**src/sv/cvs_pkg.sv**
```systemverilog
package cvs_pkg;

  typedef enum logic [2:0] {
    KindClear   = 3'd0,
    KindSet     = 3'd1,
    KindRead    = 3'd2,
    KindNorm    = 3'd3,
    KindRescale = 3'd4
  } kind_e;

  localparam logic [7:0] OctaveStep = 8'd12;
  localparam logic [7:0] MinSeed    = 8'd127;
  localparam logic [6:0] FoldLimit  = 7'd64;

  typedef struct packed {
    logic [7:0] pitch;
    logic [7:0] velocity;
    logic [7:0] duration;
    logic       legato;
  } note_t;

  typedef struct packed {
    logic              start;
    logic [7:0]        pitch;
    logic signed [9:0] top;
    logic signed [9:0] bottom;
  } fold_req_t;

  typedef struct packed {
    logic       done;
    logic [7:0] pitch;
  } fold_rsp_t;

endpackage

```
**src/sv/cvs_ram.sv**
```systemverilog
module cvs_ram #(
  parameter int WIDTH = 25,
  parameter int DEPTH = 8
) (
  input  logic                     clk_i,
  input  logic                     we_i,
  input  logic [$clog2(DEPTH)-1:0] waddr_i,
  input  logic [WIDTH-1:0]         wdata_i,
  input  logic [$clog2(DEPTH)-1:0] raddr_i,
  output logic [WIDTH-1:0]         rdata_o
);

  logic [WIDTH-1:0] mem_q [DEPTH];
  logic [WIDTH-1:0] rdata_q;

  always_ff @(posedge clk_i) begin
    if (we_i) begin
      mem_q[waddr_i] <= wdata_i;
    end
    rdata_q <= mem_q[raddr_i];
  end

  assign rdata_o = rdata_q;

endmodule

```
**src/sv/cvs_fold.sv**
```systemverilog
module cvs_fold
  import cvs_pkg::*;
(
  input  logic      clk_i,
  input  logic      rst_ni,
  input  fold_req_t req_i,
  output fold_rsp_t rsp_o
);

  typedef enum logic [1:0] {
    FoldIdle,
    FoldDown,
    FoldUp
  } fold_state_e;

  fold_state_e       state_q;
  logic [7:0]        val_q;
  logic [6:0]        steps_q;
  logic signed [9:0] top_q;
  logic signed [9:0] bot_q;
  logic              done_q;
  logic signed [9:0] val_ext;

  assign val_ext = signed'({2'b00, val_q});

  always_ff @(posedge clk_i or negedge rst_ni) begin
    if (!rst_ni) begin
      state_q <= FoldIdle;
      steps_q <= '0;
      done_q  <= 1'b0;
      val_q   <= '0;
      top_q   <= '0;
      bot_q   <= '0;
    end else begin
      done_q <= 1'b0;
      case (state_q)
        FoldIdle: begin
          if (req_i.start) begin
            val_q   <= req_i.pitch;
            top_q   <= req_i.top;
            bot_q   <= req_i.bottom;
            steps_q <= '0;
            state_q <= FoldDown;
          end
        end
        FoldDown: begin
          if (steps_q < FoldLimit && val_ext > top_q) begin
            val_q   <= val_q - OctaveStep;
            steps_q <= steps_q + 7'd1;
          end else begin
            steps_q <= '0;
            state_q <= FoldUp;
          end
        end
        FoldUp: begin
          if (steps_q < FoldLimit && val_ext < bot_q) begin
            val_q   <= val_q + OctaveStep;
            steps_q <= steps_q + 7'd1;
          end else begin
            done_q  <= 1'b1;
            state_q <= FoldIdle;
          end
        end
        default: state_q <= FoldIdle;
      endcase
    end
  end

  assign rsp_o.done  = done_q;
  assign rsp_o.pitch = val_q;

  a_steps_bounded: assert property (@(posedge clk_i) disable iff (!rst_ni)
    steps_q <= FoldLimit)
    else $error("fold step count past limit");

  a_done_idle: assert property (@(posedge clk_i) disable iff (!rst_ni)
    done_q |-> state_q == FoldIdle)
    else $error("fold done while still folding");

endmodule

```
**src/sv/chord_voicing_store.sv**
```systemverilog
// Chord store of up to MAX_NOTES notes held in one single-port-write, registered-read RAM.
// Start is taken while busy is low; each command returns one word on done_o for one
// cycle, which cannot be stalled. Set, unknown kinds, a read past the size, a clear to
// zero, an empty, shrinking or unchanged rescale and a normalize of under two notes answer
// from idle; a read passes the StRead state, clear writes each slot in turn, rescale
// reads and writes each added note, normalize scans for min/max, then folds each note
// by octave steps (at most 64 down and 64 up); all of it is paced by the single RAM
// port and the one-step-per-cycle fold unit. No clearing pass at reset.
module chord_voicing_store
  import cvs_pkg::*;
#(
  parameter int MAX_NOTES = 8
) (
  input  logic       clk_i,
  input  logic       rst_ni,
  input  logic       start,
  output logic       busy,
  input  logic [2:0] kind_i,
  input  logic [7:0] index_i,
  input  logic [7:0] pitch_i,
  input  logic [7:0] velocity_i,
  input  logic [7:0] duration_i,
  input  logic       legato_i,
  input  logic [7:0] base_i,
  input  logic [7:0] size_i,
  output logic       done_o,
  output logic       found_o,
  output logic [7:0] out_pitch_o,
  output logic [7:0] out_velocity_o,
  output logic [7:0] out_duration_o,
  output logic       out_legato_o,
  output logic [3:0] chord_size_o
);

  localparam int IW = $clog2(MAX_NOTES);
  localparam int CW = $clog2(MAX_NOTES + 1);
  localparam logic [7:0]    MaxW = 8'(MAX_NOTES);
  localparam logic [CW-1:0] MaxC = CW'(MAX_NOTES);

  typedef enum logic [3:0] {
    StIdle,
    StRead,
    StClear,
    StScanRd,
    StScanAcc,
    StPrep,
    StFoldRd,
    StFoldLd,
    StFoldWait,
    StCopyRd,
    StCopyWr
  } state_e;

  state_e            state_q;
  logic [CW-1:0]     count_q;
  logic [CW-1:0]     limit_q;
  logic [CW-1:0]     ptr_q;
  logic [CW-1:0]     src_q;
  logic [7:0]        lift_q;
  logic [7:0]        lo_q;
  logic [7:0]        hi_q;
  logic [7:0]        base_q;
  logic signed [9:0] top_q;
  logic signed [9:0] bot_q;
  note_t             word_q;
  note_t             out_note_q;
  logic              done_q;
  logic              found_q;

  logic          accept;
  logic          hit;
  logic [CW-1:0] clamp;
  logic          ptr_last;
  logic          src_last;
  logic [9:0]    span;
  logic [7:0]    rng;

  logic          ram_we;
  logic [IW-1:0] ram_waddr;
  note_t         ram_wdata;
  logic [IW-1:0] ram_raddr;
  note_t         ram_rdata;

  fold_req_t fold_req;
  fold_rsp_t fold_rsp;

  assign busy     = (state_q != StIdle);
  assign accept   = start && !busy;
  assign hit      = index_i < 8'(count_q);
  assign clamp    = (size_i > MaxW) ? MaxC : CW'(size_i);
  assign ptr_last = (ptr_q + CW'(1)) == limit_q;
  assign src_last = (src_q + CW'(1)) == count_q;
  assign span     = 10'(hi_q) - 10'(lo_q) + 10'd1;
  assign rng      = span[8:1];

  always_comb begin
    ram_we    = 1'b0;
    ram_waddr = ptr_q[IW-1:0];
    ram_wdata = '0;
    ram_raddr = ptr_q[IW-1:0];
    case (state_q)
      StIdle: begin
        ram_raddr = index_i[IW-1:0];
        ram_waddr = index_i[IW-1:0];
        ram_wdata = '{pitch: pitch_i, velocity: velocity_i, duration: duration_i,
                      legato: legato_i};
        ram_we    = accept && (kind_i == KindSet) && hit;
      end
      StClear: ram_we = 1'b1;
      StFoldWait: begin
        ram_we          = fold_rsp.done;
        ram_wdata       = word_q;
        ram_wdata.pitch = fold_rsp.pitch;
      end
      StCopyRd: ram_raddr = src_q[IW-1:0];
      StCopyWr: begin
        ram_we          = 1'b1;
        ram_wdata       = ram_rdata;
        ram_wdata.pitch = ram_rdata.pitch + lift_q;
      end
      default: ;
    endcase
  end

  assign fold_req.start  = (state_q == StFoldLd);
  assign fold_req.pitch  = ram_rdata.pitch;
  assign fold_req.top    = top_q;
  assign fold_req.bottom = bot_q;

  always_ff @(posedge clk_i or negedge rst_ni) begin
    if (!rst_ni) begin
      state_q    <= StIdle;
      count_q    <= '0;
      limit_q    <= '0;
      ptr_q      <= '0;
      src_q      <= '0;
      lift_q     <= '0;
      lo_q       <= '0;
      hi_q       <= '0;
      base_q     <= '0;
      top_q      <= '0;
      bot_q      <= '0;
      word_q     <= '0;
      out_note_q <= '0;
      done_q     <= 1'b0;
      found_q    <= 1'b0;
    end else begin
      done_q     <= 1'b0;
      found_q    <= 1'b0;
      out_note_q <= '0;
      case (state_q)
        StIdle: begin
          if (accept) begin
            case (kind_i)
              KindClear: begin
                if (clamp == '0) begin
                  count_q <= '0;
                  done_q  <= 1'b1;
                end else begin
                  limit_q <= clamp;
                  ptr_q   <= '0;
                  state_q <= StClear;
                end
              end
              KindSet: done_q <= 1'b1;
              KindRead: begin
                if (hit) begin
                  state_q <= StRead;
                end else begin
                  done_q <= 1'b1;
                end
              end
              KindNorm: begin
                if (count_q < CW'(2)) begin
                  done_q <= 1'b1;
                end else begin
                  lo_q    <= MinSeed;
                  hi_q    <= '0;
                  ptr_q   <= '0;
                  limit_q <= count_q;
                  base_q  <= base_i;
                  state_q <= StScanRd;
                end
              end
              KindRescale: begin
                if (count_q == '0) begin
                  done_q <= 1'b1;
                end else if (size_i < 8'(count_q)) begin
                  count_q <= CW'(size_i);
                  done_q  <= 1'b1;
                end else if (clamp == count_q) begin
                  done_q <= 1'b1;
                end else begin
                  limit_q <= clamp;
                  ptr_q   <= count_q;
                  src_q   <= '0;
                  lift_q  <= OctaveStep;
                  state_q <= StCopyRd;
                end
              end
              default: done_q <= 1'b1;
            endcase
          end
        end
        StRead: begin
          done_q     <= 1'b1;
          found_q    <= 1'b1;
          out_note_q <= ram_rdata;
          state_q    <= StIdle;
        end
        StClear: begin
          ptr_q <= ptr_q + CW'(1);
          if (ptr_last) begin
            count_q <= limit_q;
            done_q  <= 1'b1;
            state_q <= StIdle;
          end
        end
        StScanRd: state_q <= StScanAcc;
        StScanAcc: begin
          if (ram_rdata.pitch < lo_q) begin
            lo_q <= ram_rdata.pitch;
          end
          if (ram_rdata.pitch > hi_q) begin
            hi_q <= ram_rdata.pitch;
          end
          if (ptr_last) begin
            state_q <= StPrep;
          end else begin
            ptr_q   <= ptr_q + CW'(1);
            state_q <= StScanRd;
          end
        end
        StPrep: begin
          top_q   <= signed'(10'(base_q) + 10'(rng));
          bot_q   <= signed'(10'(base_q) - 10'(rng));
          ptr_q   <= '0;
          state_q <= StFoldRd;
        end
        StFoldRd: state_q <= StFoldLd;
        StFoldLd: begin
          word_q  <= ram_rdata;
          state_q <= StFoldWait;
        end
        StFoldWait: begin
          if (fold_rsp.done) begin
            if (ptr_last) begin
              done_q  <= 1'b1;
              state_q <= StIdle;
            end else begin
              ptr_q   <= ptr_q + CW'(1);
              state_q <= StFoldRd;
            end
          end
        end
        StCopyRd: state_q <= StCopyWr;
        StCopyWr: begin
          ptr_q <= ptr_q + CW'(1);
          if (src_last) begin
            src_q  <= '0;
            lift_q <= lift_q + OctaveStep;
          end else begin
            src_q <= src_q + CW'(1);
          end
          if (ptr_last) begin
            count_q <= limit_q;
            done_q  <= 1'b1;
            state_q <= StIdle;
          end else begin
            state_q <= StCopyRd;
          end
        end
        default: state_q <= StIdle;
      endcase
    end
  end

  cvs_ram #(
    .WIDTH($bits(note_t)),
    .DEPTH(MAX_NOTES)
  ) u_ram (
    .clk_i  (clk_i),
    .we_i   (ram_we),
    .waddr_i(ram_waddr),
    .wdata_i(ram_wdata),
    .raddr_i(ram_raddr),
    .rdata_o(ram_rdata)
  );

  cvs_fold u_fold (
    .clk_i (clk_i),
    .rst_ni(rst_ni),
    .req_i (fold_req),
    .rsp_o (fold_rsp)
  );

  assign done_o         = done_q;
  assign found_o        = found_q;
  assign out_pitch_o    = out_note_q.pitch;
  assign out_velocity_o = out_note_q.velocity;
  assign out_duration_o = out_note_q.duration;
  assign out_legato_o   = out_note_q.legato;
  assign chord_size_o   = 4'(count_q);

  a_done_not_busy: assert property (@(posedge clk_i) disable iff (!rst_ni)
    done_o |-> !busy)
    else $error("result word while busy");

  a_count_bounded: assert property (@(posedge clk_i) disable iff (!rst_ni)
    count_q <= MaxC)
    else $error("note count past capacity");

  a_quiet_outputs: assert property (@(posedge clk_i) disable iff (!rst_ni)
    !done_o |-> !found_o && out_pitch_o == '0 && !out_legato_o)
    else $error("note fields driven without result word");

  a_write_in_range: assert property (@(posedge clk_i) disable iff (!rst_ni)
    ram_we && state_q != StIdle |-> 8'(ptr_q) < MaxW)
    else $error("memory write past capacity");

endmodule

```
**config.mk**
```make
export PLATFORM = sky130hd
export DESIGN_NAME = chord_voicing_store
export DESIGN_NICKNAME = d
export VERILOG_FILES = /design/src/sv/cvs_pkg.sv /design/src/sv/cvs_ram.sv /design/src/sv/cvs_fold.sv /design/src/sv/chord_voicing_store.sv
export SDC_FILE = /design/constraint.sdc
export NUM_CORES = 1
export LEC_CHECK = 0
export BUFFER_PORTS_ARGS = -buffer_cell sky130_fd_sc_hd__buf_4
export CAP_MARGIN = 30
export CORE_ASPECT_RATIO = 0.6
export CORE_MARGIN = 5
export CORE_UTILIZATION = 40
export DETAILED_ROUTE_END_ITERATION = 8
export SETUP_SLACK_MARGIN = 0.02
export SYNTH_ARGS = -nofsm -noshare
export SYNTH_HDL_FRONTEND = slang
export SYNTH_HIERARCHICAL = 1
export SYNTH_SLANG_ARGS = --single-unit
```
**constraint.sdc**
```tcl
create_clock -name clk_i -period 4.9 [get_ports clk_i]
set_clock_uncertainty 0.05 [all_clocks]
set_input_delay 0.49 -clock clk_i [delete_from_list [all_inputs] [get_ports clk_i]]
set_output_delay 0.49 -clock clk_i [all_outputs]
set_load 0.02 [all_outputs]
```
==> results of run 1 <==
placed cells by master (no fill, tap or decap), types with 12 or more instances in the layout:
master / netlist / layout
nand3_1: 17 / 17
nand2_1: 61 / 61
nor2_1: 47 / 39
a222oi_1: 20 / 20
o21ai_0: 48 / 48
mux2_2: 76 / 76
clkbuf_16: 0 / 39
nand2b_1: 19 / 19
a21oi_1: 54 / 54
dfxtp_1: 25 / 25
a21o_1: 17 / 17
mux4_1: 50 / 50
dfrtp_1: 149 / 149
inv_1: 95 / 95
xnor2_1: 33 / 33
edfxtp_1: 200 / 200
buf_4: 1 / 102
and2_1: 31 / 31
nor3_1: 18 / 15
a22o_1: 12 / 12
ha_1: 84 / 84
report_power, final:
part / switching, W / total (W) / internal (W)
logic: 0.00297 / 0.00526 / 0.00229
registers: 0.000568 / 0.00471 / 0.00414
clock network: 0.00122 / 0.00280 / 0.00158
total: 0.00475 / 0.0128 / 0.00801
state kept, by name, summed over array words and instances (netlist names), 2 cells and up:
name            cells
state_q             4
base_q              8
u_fold/val_q        8
word_q             17
u_ram/mem_q       200
u_fold/state_q      2
out_pitch_o         8
u_fold/steps_q      7
out_duration_o      8
bot_q               9
lo_q                8
limit_q             4
out_velocity_o      8
top_q               8
src_q               4
u_ram/rdata_o      25
chord_size_o        4
u_fold/bot_q       10
hi_q                8
lift_q              6
ptr_q               4
u_fold/top_q       10
layout make-up:
type | count | area, um2 | area share (%)
flip-flops and latches | 374 | 10230 | 50.76
well taps | 579 | 724.4 | 3.593
inverters | 95 | 356.6 | 1.768
multi-input cells | 753 | 6825 | 33.85
clock buffers | 49 | 1054 | 5.225
clock inverters | 17 | 135.1 | 0.6701
repair buffers | 106 | 834.6 | 4.139
stage by stage:
stage / util, % / power [W] / area [um2] / instances / hold WS [ns]
3_3_place_gp: 43.51 / 0.009841 / 18920 / 1904 / 0.4090
2_1_floorplan: - / 0.008451 / 17660 / 1274 / 0.1444
4_1_cts: 46.38 / 0.01283 / 20160 / 1973 / 0.1192
5_1_grt: 46.38 / 0.01358 / 20160 / 1973 / 0.1271
3_5_place_dp: 43.62 / 0.009985 / 18970 / 1906 / 0.3573
6_report: 46.38 / 0.01276 / 20160 / 1973 / 0.1395
worst max path at each step:
stage	from	endpoint	slack (ns)	depth (start not counted)
detailed placement	state_q[0]	u_ram/rdata_o[17]	1.41	8
finish	state_q[0]	u_ram/rdata_o[11]	1.39	8
floorplan	state_q[1]	u_ram/mem_q[0][0]	0.68	9
CTS	state_q[0]	u_ram/rdata_o[17]	1.41	8
global route	state_q[0]	u_ram/rdata_o[11]	1.23	8
global placement	state_q[0]	u_ram/rdata_o[12]	1.52	8
kinds of logic (layout without fill, tap and decap cells):
logic type / after synthesis / count (layout)
xor+xnor: 44 / 44
simple gates: 239 / 239
fa+ha+maj: 88 / 88
mux: 135 / 135
other cells: 1 / 1
buf+inv: 147 / 267
compound gates: 246 / 246
flops: 374 / 374
layer usage:
metal	routed length, um	up-vias	track usage, %
met4	461	0	2.617
met2	16660	284	22.44
met1	21460	5403	27.79
met5	0	-	0
li1	-	4992	-
met3	2801	36	4.259
critical path, delay by kind of cell, from the launching register on:
family | cells | cell delay (ns)
AO/OA/AOI/OAI | 1 | 0.34
buffers and inverters | 2 | 0.70
AND/OR/NAND/NOR | 3 | 0.84
multiplexers | 2 | 0.84
flip-flops | 1 | 0.56
==> summary.txt, run 1 <==
Outcome
  • Status: finished, final reports clean

Logic synthesis
  • Distinct cell type count after synthesis: 82
  • Flops & latches, synth: 374
  • Warning count from the yosys run: 6
  • Synth top area cells: edfxtp_1 (34%), dfrtp_1 (21%), mux4_1 (7.4%)
  • XOR/XNOR Fraction of Synth Area: ~2.2%
  • Sequential share of the synthesized area: a little under 60%
  • Synth top area share: 34.00%
  • Post-synthesis compound-gate area fraction: under 10%
  • Post-Synthesis Cells: roughly 1300
  • Post-synth EDFFs: 200
  • Mux contribution to synthesized area: 12.85%
  • Largest family of logic cells by synthesized area: multiplexers
  • Commonest cells in the netlist: edfxtp_1 (200), dfrtp_1 (149), inv_1 (95)
  • Post-Synth Simple-Gate Area: ~6.9%
  • Syn avg cell area: 13.87 um2
  • Post-synthesis adder-cell area fraction: 6.403%
  • Syn Nets: roughly 1400
  • Most common cell in the netlist: edfxtp_1
  • Main synth FF type: edfxtp_1
  • Yosys top cell by area: edfxtp_1
  • Synth async-reset ratio: approximately 40%
  • Mapped cell area: 17660 um2

Worst setup path
  • R2R depth: 8
  • Critical Path Slowest Stage Cell: mux4_1
  • CP max FO: 50
  • Worst path most repeated cell: buf_4
  • Setup slack, reg-to-reg: about 1.4 ns
  • Worst EP arrival: about 3.9 ns
  • Max incr delay on CP: ~0.57 ns
  • CP Data Required Time: roughly 5.3 ns
  • Crit. End Element: flop
  • Worst reg2reg endpoint: u_ram/rdata_o[11]
  • RR Startpoint: state_q[0]
  • Worst setup SP type: flop
  • Critical path class: flop to flop
  • Crit-path cells: or2_2 -> nor3_4 -> buf_4 -> nor2_1 -> a221o_2 -> buf_4 -> mux4_1 -> mux2_2

Floorplan
  • Die width: between 200 and 300 um
  • Die area: ~50000 um2
  • Die height: around 170 um
  • Top Ports: between 80 and 90
  • Core area: approximately 43000 um2
  • # rows: 59
  • Initial cell density of the core: 40.63%

Detailed routing
  • Drt via density: 5.431
  • Number of DRC violations after detailed-routing iteration 0: 1034
  • Total wire length: slightly above 40000 um
  • DR vias: around 11000
  • Drt pass-1 iters: 8
  • # DRC: 0
  • Final ANT Viol Nets: 0
  • Routed WL per cell: approximately 21 um

Placed design
  • Port Buf Inserts: 86
  • GP Congestion: about 0.86
  • DP HPWL: 27640 um
  • Place WS: approximately 1.4 ns

STA
  • Setup slack after layout: 1.385 ns
  • Slew @ Worst Pin: approximately 1.0 ns
  • Post-route setup TNS: 0 ns
  • Max-slew violations: 0
  • Slew headroom: 31.41%
  • Max Freq: between 0.2 and 0.3 GHz
  • Final setup fails: 0
  • Fin crit share: about 72%
  • Hold Vio Cnt, Final: 0
  • Final min period: approximately 3.5 ns
  • RSZ-0062 raised after global routing: no

Clocking
  • CTS tree: done
  • CTS Hold Bufs: 1
  • CTS max path bufs: 3
  • H-tree levels: 2
  • Worst-skew pair later-pin latency: 0.53 ns
  • CTS clk-pin slew, worst paths: about 0.07 ns
  • Post-CTS sizing: 0
  • Root cell of the clock tree: clkbuf_16
  • Clk sinks: around 370
  • Post-CTS Setup Bufs: 0
  • Num CTS Buffers: 37

Pwr
  • Pleak: between 8 and 9 nW
  • Worst VDD drop: 0.3055 mV
  • PwrDens: roughly 630 nW/um2

Finish
  • # diodes: 0
  • Final nets: between 1500 and 2000
  • Area grow syn2layout: 14.15%
  • Share of cells above drive strength 1: between 10% and 20%
  • Filler Cell Count: approximately 3800

Worst hold path
  • Hold Startpoint: base_i[6]
  • Path category of the worst min-delay check: input pin to flop
  • Worst Hold Depth: 2
  • Min-Delay Endpoint: base_q[6]

GRT
  • Vias in the first global route: ~11000
  • GRT Total Usage: approximately 17%
  • Pin count of the biggest net entering global routing: 74
  • Grt total ovfl: 0
  • First-pass GRT wire length: between 60000 and 70000 um
  • Antenna violations before repair: 0

Flow run
  • Max_cap viols: 0
No activity file was read; power rests on OpenSTA's default activity.
==> inputs of run 2 (changes only) <==
Clock period 4.9 ns to 3.7 ns, I/O delays scaled along.
==> summary.txt, run 2 (same netlist as run 1, synthesis figures left out) <==
Outcome
  • Status: finished, final reports clean

Clocking
  • CTS clk-pin slew, worst paths: ~0.060 ns
  • CTS max path bufs: 3
  • Post-CTS sizing: 0
  • Post-CTS Setup Bufs: 0
  • Clk sinks: about 370
  • Num CTS Buffers: 36
  • CTS tree: done
  • Worst-skew pair later-pin latency: around 0.53 ns
  • Root cell of the clock tree: clkbuf_16
  • CTS Hold Bufs: 4
  • H-tree levels: 2

STA
  • Final setup fails: 0
  • Hold Vio Cnt, Final: 0
  • Post-route setup TNS: 0 ns
  • Fin crit share: around nine tenths
  • Setup slack after layout: 0.3705 ns
  • Slew @ Worst Pin: a little under 1 ns
  • Max Freq: between 0.3 and 0.4 GHz
  • Max-slew violations: 0
  • Final min period: approximately 3.3 ns
  • RSZ-0062 raised after global routing: no
  • Slew headroom: a little over a third

Worst setup path
  • CP max FO: 33
  • Worst EP arrival: about 3.7 ns
  • Worst setup SP type: flop
  • Critical path class: flop to flop
  • CP Data Required Time: 4.06 ns
  • Crit. End Element: flop

GRT
  • GRT Total Usage: between 15 and 20%
  • Met3 Use GR: approximately 3.2%
  • Met1 usage: 26.86%
  • GR Layer Usage met2: about a quarter
  • Pin count of the biggest net entering global routing: approximately 70
  • Grt total ovfl: 0
  • Busiest layer in global routing: met1
  • Antenna violations before repair: 0
  • First-pass GRT wire length: between 60000 and 70000 um
  • Vias in the first global route: between 10000 and 15000

Finish
  • Final nets: between 1500 and 2000
  • Reg with most FFs: u_ram/mem_q
  • Most frequent cells in the layout: edfxtp_1 (200), dfrtp_1 (149), buf_4 (121)
  • Area grow syn2layout: 15.14%
  • Max reg flops: 200
  • Share of cells above drive strength 1: around a fifth
  • Most common cell after layout, fill and taps aside: edfxtp_1

Pwr
  • Sequential share of power: a little over a third
  • Pint: between 0.01 and 0.015 W
  • Worst VDD drop: 0.3548 mV
  • Pleak: 8.507 nW
  • Sw Pwr: slightly above 0.006 W
  • PwrDens: between 800 and 900 nW/um2
  • Logic pwr share: approximately two fifths
  • Clock share of power: 21.9%
  • Sw Ratio: ~36%

Placed design
  • GP Congestion: 0.8556
  • Place WS: about 0.45 ns
  • Port Buf Inserts: 86
  • DP HPWL: 27820 um

Detailed routing
  • Routed WL per cell: ~21 um
  • Final ANT Viol Nets: 0
  • Drt via density: between 5 and 6
  • Total wire length: slightly above 40000 um
  • # DRC: 0
  • Drt pass-1 iters: 6
  • DR vias: between 10000 and 15000
  • Number of DRC violations after detailed-routing iteration 0: roughly 960

Floorplan
  • Top Ports: between 80 and 90
  • Initial cell density of the core: ~41%
  • # rows: approximately 60
  • Die width: around 280 um
  • Die area: 48600 um2
  • Die height: 172.8 um
  • Core area: approximately 43000 um2

Worst hold path
  • Path category of the worst min-delay check: input pin to flop

Flow run
  • Max_cap viols: 0
## run 2: cell count changes in the layout (fill, tap and decap cells not counted), sizes merged
cell,change
clkinvlp,-2
dlygate4sd3,+3
clkinv,-8
clkbuf,+6
buf,+20
diode,+1
bufinv,+3
## run 2: path summary, 6_finish.rpt
path                       startpoint  slack, ns                 to  depth (start not counted)
max                        state_q[1]       0.37   u_ram/rdata_o[0]                          8
min                         base_i[4]       0.03          base_q[4]                          2
min in group asynchronous      rst_ni       0.39  u_fold/steps_q[0]                          2
min reg2reg                  bot_q[1]       0.43           bot_q[1]                          2
max in group asynchronous      rst_ni       2.35    u_fold/top_q[2]                          3
max reg2reg                state_q[1]       0.37   u_ram/rdata_o[0]                          8
## run 2: critical path, stage by stage (launching register included)
cell and delay, ns:
dfrtp_1 0.49, or2_2 0.43, nor3_4 0.16, buf_4 0.45
and2_1 0.23, a221o_2 0.16, buf_4 0.33, mux4_1 0.60
mux2_2 0.28
## run 2: per-stage QoR
step / area [um2] / std cells / utilization, % / hold slack [ns] / total power, W
floorplan: 17670 / 1274 / - / 0.02441 / 0.01120
global placement: 19130 / 1926 / 43.99 / 0.3840 / 0.01304
detailed placement: 19130 / 1926 / 43.99 / 0.3923 / 0.01319
CTS: 20340 / 1995 / 46.77 / 0.005512 / 0.01696
global route: 20340 / 1995 / 46.77 / 0.01597 / 0.01798
finish: 20340 / 1996 / 46.78 / 0.02902 / 0.01686
## run 2: per-layer routing
layer  wire length, um  vias to the layer above  share of wire (%)
met2             17370                      291                 42
met5                 0                        -                  0
met4               463                        0                1.1
met1             20730                     5467                 50
met3              2507                       38                6.1
li1                  -                     5040                  -
## run 2: layout make-up
class,instances,area (um2)
fillers,3787,23140
flip-flops and latches,374,10230
multi-input cells,753,6833
repair buffers,129,1020
clock buffers,55,1013
well taps,579,724.4
inverters,95,356.6
clock inverters,10,153.9
diodes,1,2.502
## run 2: power groups by stage
stage               Clock, W  Combinational (W)  Sequential [W]
floorplan                  0            0.00521         0.00598
global placement           0            0.00682         0.00623
detailed placement         0            0.00695         0.00625
CTS                  0.00380            0.00699         0.00617
global route         0.00398            0.00773         0.00626
finish               0.00369            0.00699         0.00617
==> inputs of run 3 (changes only) <==
Settings changed: CTS_BUF_LIST set to sky130_fd_sc_hd__clkbuf_4.
==> summary.txt, run 3 (same netlist as run 1, synthesis figures left out) <==
Outcome
  • Status: finished, final reports clean

Finish
  • Reg with most FFs: u_ram/mem_q
  • Most frequent cells in the layout: edfxtp_1 (200), dfrtp_1 (149), clkbuf_4 (136)
  • Max reg flops: 200
  • Final nets: about 1600
  • Share of cells above drive strength 1: between 20% and 30%
  • Area grow syn2layout: 16.96%
  • Most common cell after layout, fill and taps aside: edfxtp_1

Clocking
  • H-tree levels: 3
  • CTS clk-pin slew, worst paths: around 0.07 ns
  • CTS tree: done
  • CTS max path bufs: 3
  • CTS Hold Bufs: 29
  • Post-CTS sizing: 0
  • Root cell of the clock tree: clkbuf_4
  • Clk sinks: between 300 and 400
  • Num CTS Buffers: just under 90
  • Worst-skew pair later-pin latency: roughly 0.76 ns
  • Post-CTS Setup Bufs: 0

GRT
  • Pin count of the biggest net entering global routing: 69
  • GRT Total Usage: 17.30%
  • Antenna violations before repair: 2
  • Vias in the first global route: ~12000
  • First-pass GRT wire length: about 66000 um
  • Grt total ovfl: 0

Worst setup path
  • Worst reg2reg endpoint: u_ram/rdata_o[4]
  • Setup slack, reg-to-reg: approximately 0.39 ns
  • CP Launch Point: state_q[1]
  • Setup crit end: u_ram/rdata_o[4]
  • CP max FO: 33
  • Worst EP arrival: 3.90 ns
  • Worst setup SP type: flop
  • CP Data Required Time: 4.29 ns
  • R2R depth: 8
  • RR Startpoint: state_q[1]
  • Crit. End Element: flop
  • Critical path class: flop to flop

Floorplan
  • Initial cell density of the core: between 40% and 50%
  • Die area: ~50000 um2
  • Core area: between 40000 and 50000 um2
  • Top Ports: 87
  • Die height: around 170 um
  • Die width: between 200 and 300 um
  • # rows: 59

Detailed routing
  • Routed WL per cell: a little under 20 um
  • Highest routed layer: met4
  • Final ANT Viol Nets: 0
  • Met3 wire len: ~2400 um
  • Total wire length: about 42000 um
  • Wl on met1: about 21000 um
  • Drt pass-1 iters: 5
  • Number of DRC violations after detailed-routing iteration 0: roughly 970
  • Drt via density: between 5 and 6
  • DR vias: roughly 11000
  • # DRC: 0
  • WL met2: about 18000 um

Worst hold path
  • Path category of the worst min-delay check: input pin to flop

Pwr
  • Clock share of power: roughly a fifth
  • Worst VDD drop: around 0.32 mV
  • Pleak: around 8.8 nW
  • Sw Ratio: 37.17%
  • Pwr Total: 0.01680 W
  • Logic pwr share: a little over two fifths
  • Sequential share of power: between 30% and 40%
  • Sw Pwr: 0.006243 W
  • PwrDens: 813.0 nW/um2
  • Pint: 0.01055 W

STA
  • Worst Hold Slack: 0.08416 ns
  • Post-route setup TNS: 0 ns
  • Hold Vio Cnt, Final: 0
  • Max-slew violations: 0
  • Fin crit share: about 89%
  • Slew headroom: ~36%
  • Slew @ Worst Pin: between 0.9 and 1 ns
  • Final min period: 3.309 ns
  • Max Freq: 0.3022 GHz
  • Final setup fails: 0
  • RSZ-0062 raised after global routing: no

Placed design
  • GP Congestion: ~0.86
  • DP HPWL: around 28000 um
  • Port Buf Inserts: between 80 and 90

Flow run
  • Max_cap viols: 0
==> run 3: cell types whose count changed in the layout (fill, tap and decap cells not counted), moves of 11 or more <==
| cell | previous run | this run |
|---|---|---|
| clkbuf_4 | 0 | 136 |
| clkinv_1 | 3 | 14 |
| clkbuf_1 | 16 | 0 |
| dlygate4sd3_1 | 4 | 29 |
| clkbuf_16 | 37 | 0 |
==> run 3: layer usage <==
layer	track usage [%]	vias up
li1	-	5252
met1	26.96	5631
met2	24.39	311
met3	3.908	53
met4	4.565	0
met5	0	-
==> run 3: layout make-up <==
type	instances	area (um2)
Clock buffer	136	1021
Inverter	95	356.6
Fill cell	3823	22820
Clock inverter	26	219.0
Multi-Input combinational cell	753	6833
Tap cell	579	724.4
Timing Repair Buffer	154	1270
Antenna cell	1	2.502
Sequential cell	374	10230
==> run 3: power by group through the flow <==
stage / Sequential [W] / Clock (W) / Combinational [W]
after floorplan: 0.00598 / 0 / 0.00521
after global placement: 0.00623 / 0 / 0.00682
after detailed placement: 0.00625 / 0 / 0.00695
after CTS: 0.00617 / 0.00373 / 0.00702
after global routing: 0.00626 / 0.00397 / 0.00776
final: 0.00617 / 0.00360 / 0.00703
==> run 3: per-stage QoR <==
step | util [%] | area (um2) | instances | setup slack, ns
after global placement | 43.99 | 19130 | 1926 | 0.5102
after floorplan | - | 17670 | 1274 | 0.1498
after CTS | 47.51 | 20660 | 2117 | 0.4370
final | 47.52 | 20660 | 2118 | 0.3910
after detailed placement | 43.99 | 19130 | 1926 | 0.4488
after global routing | 47.52 | 20660 | 2118 | 0.1937
==> run 3: how the worst min path moves through the flow <==
stage             startpoint                 end  depth (start not counted)
3_5_place_dp          rst_ni   u_fold/steps_q[0]                          1
5_1_grt        velocity_i[7]  u_ram/mem_q[5][16]                          3
3_3_place_gp          rst_ni   u_fold/steps_q[2]                          1
2_1_floorplan         rst_ni           base_q[0]                          0
4_1_cts           pitch_i[1]  u_ram/mem_q[5][18]                          3
6_report       duration_i[3]   u_ram/mem_q[2][4]                          3
==> run 3: critical path: stages, from the launching register on <==
cell and delay [ns]:
dfrtp_1 0.49, or2_2 0.43, nor3_4 0.17, buf_4 0.45, and2_1 0.23, a221o_2 0.16
buf_4 0.33, mux4_1 0.60, mux2_2 0.27
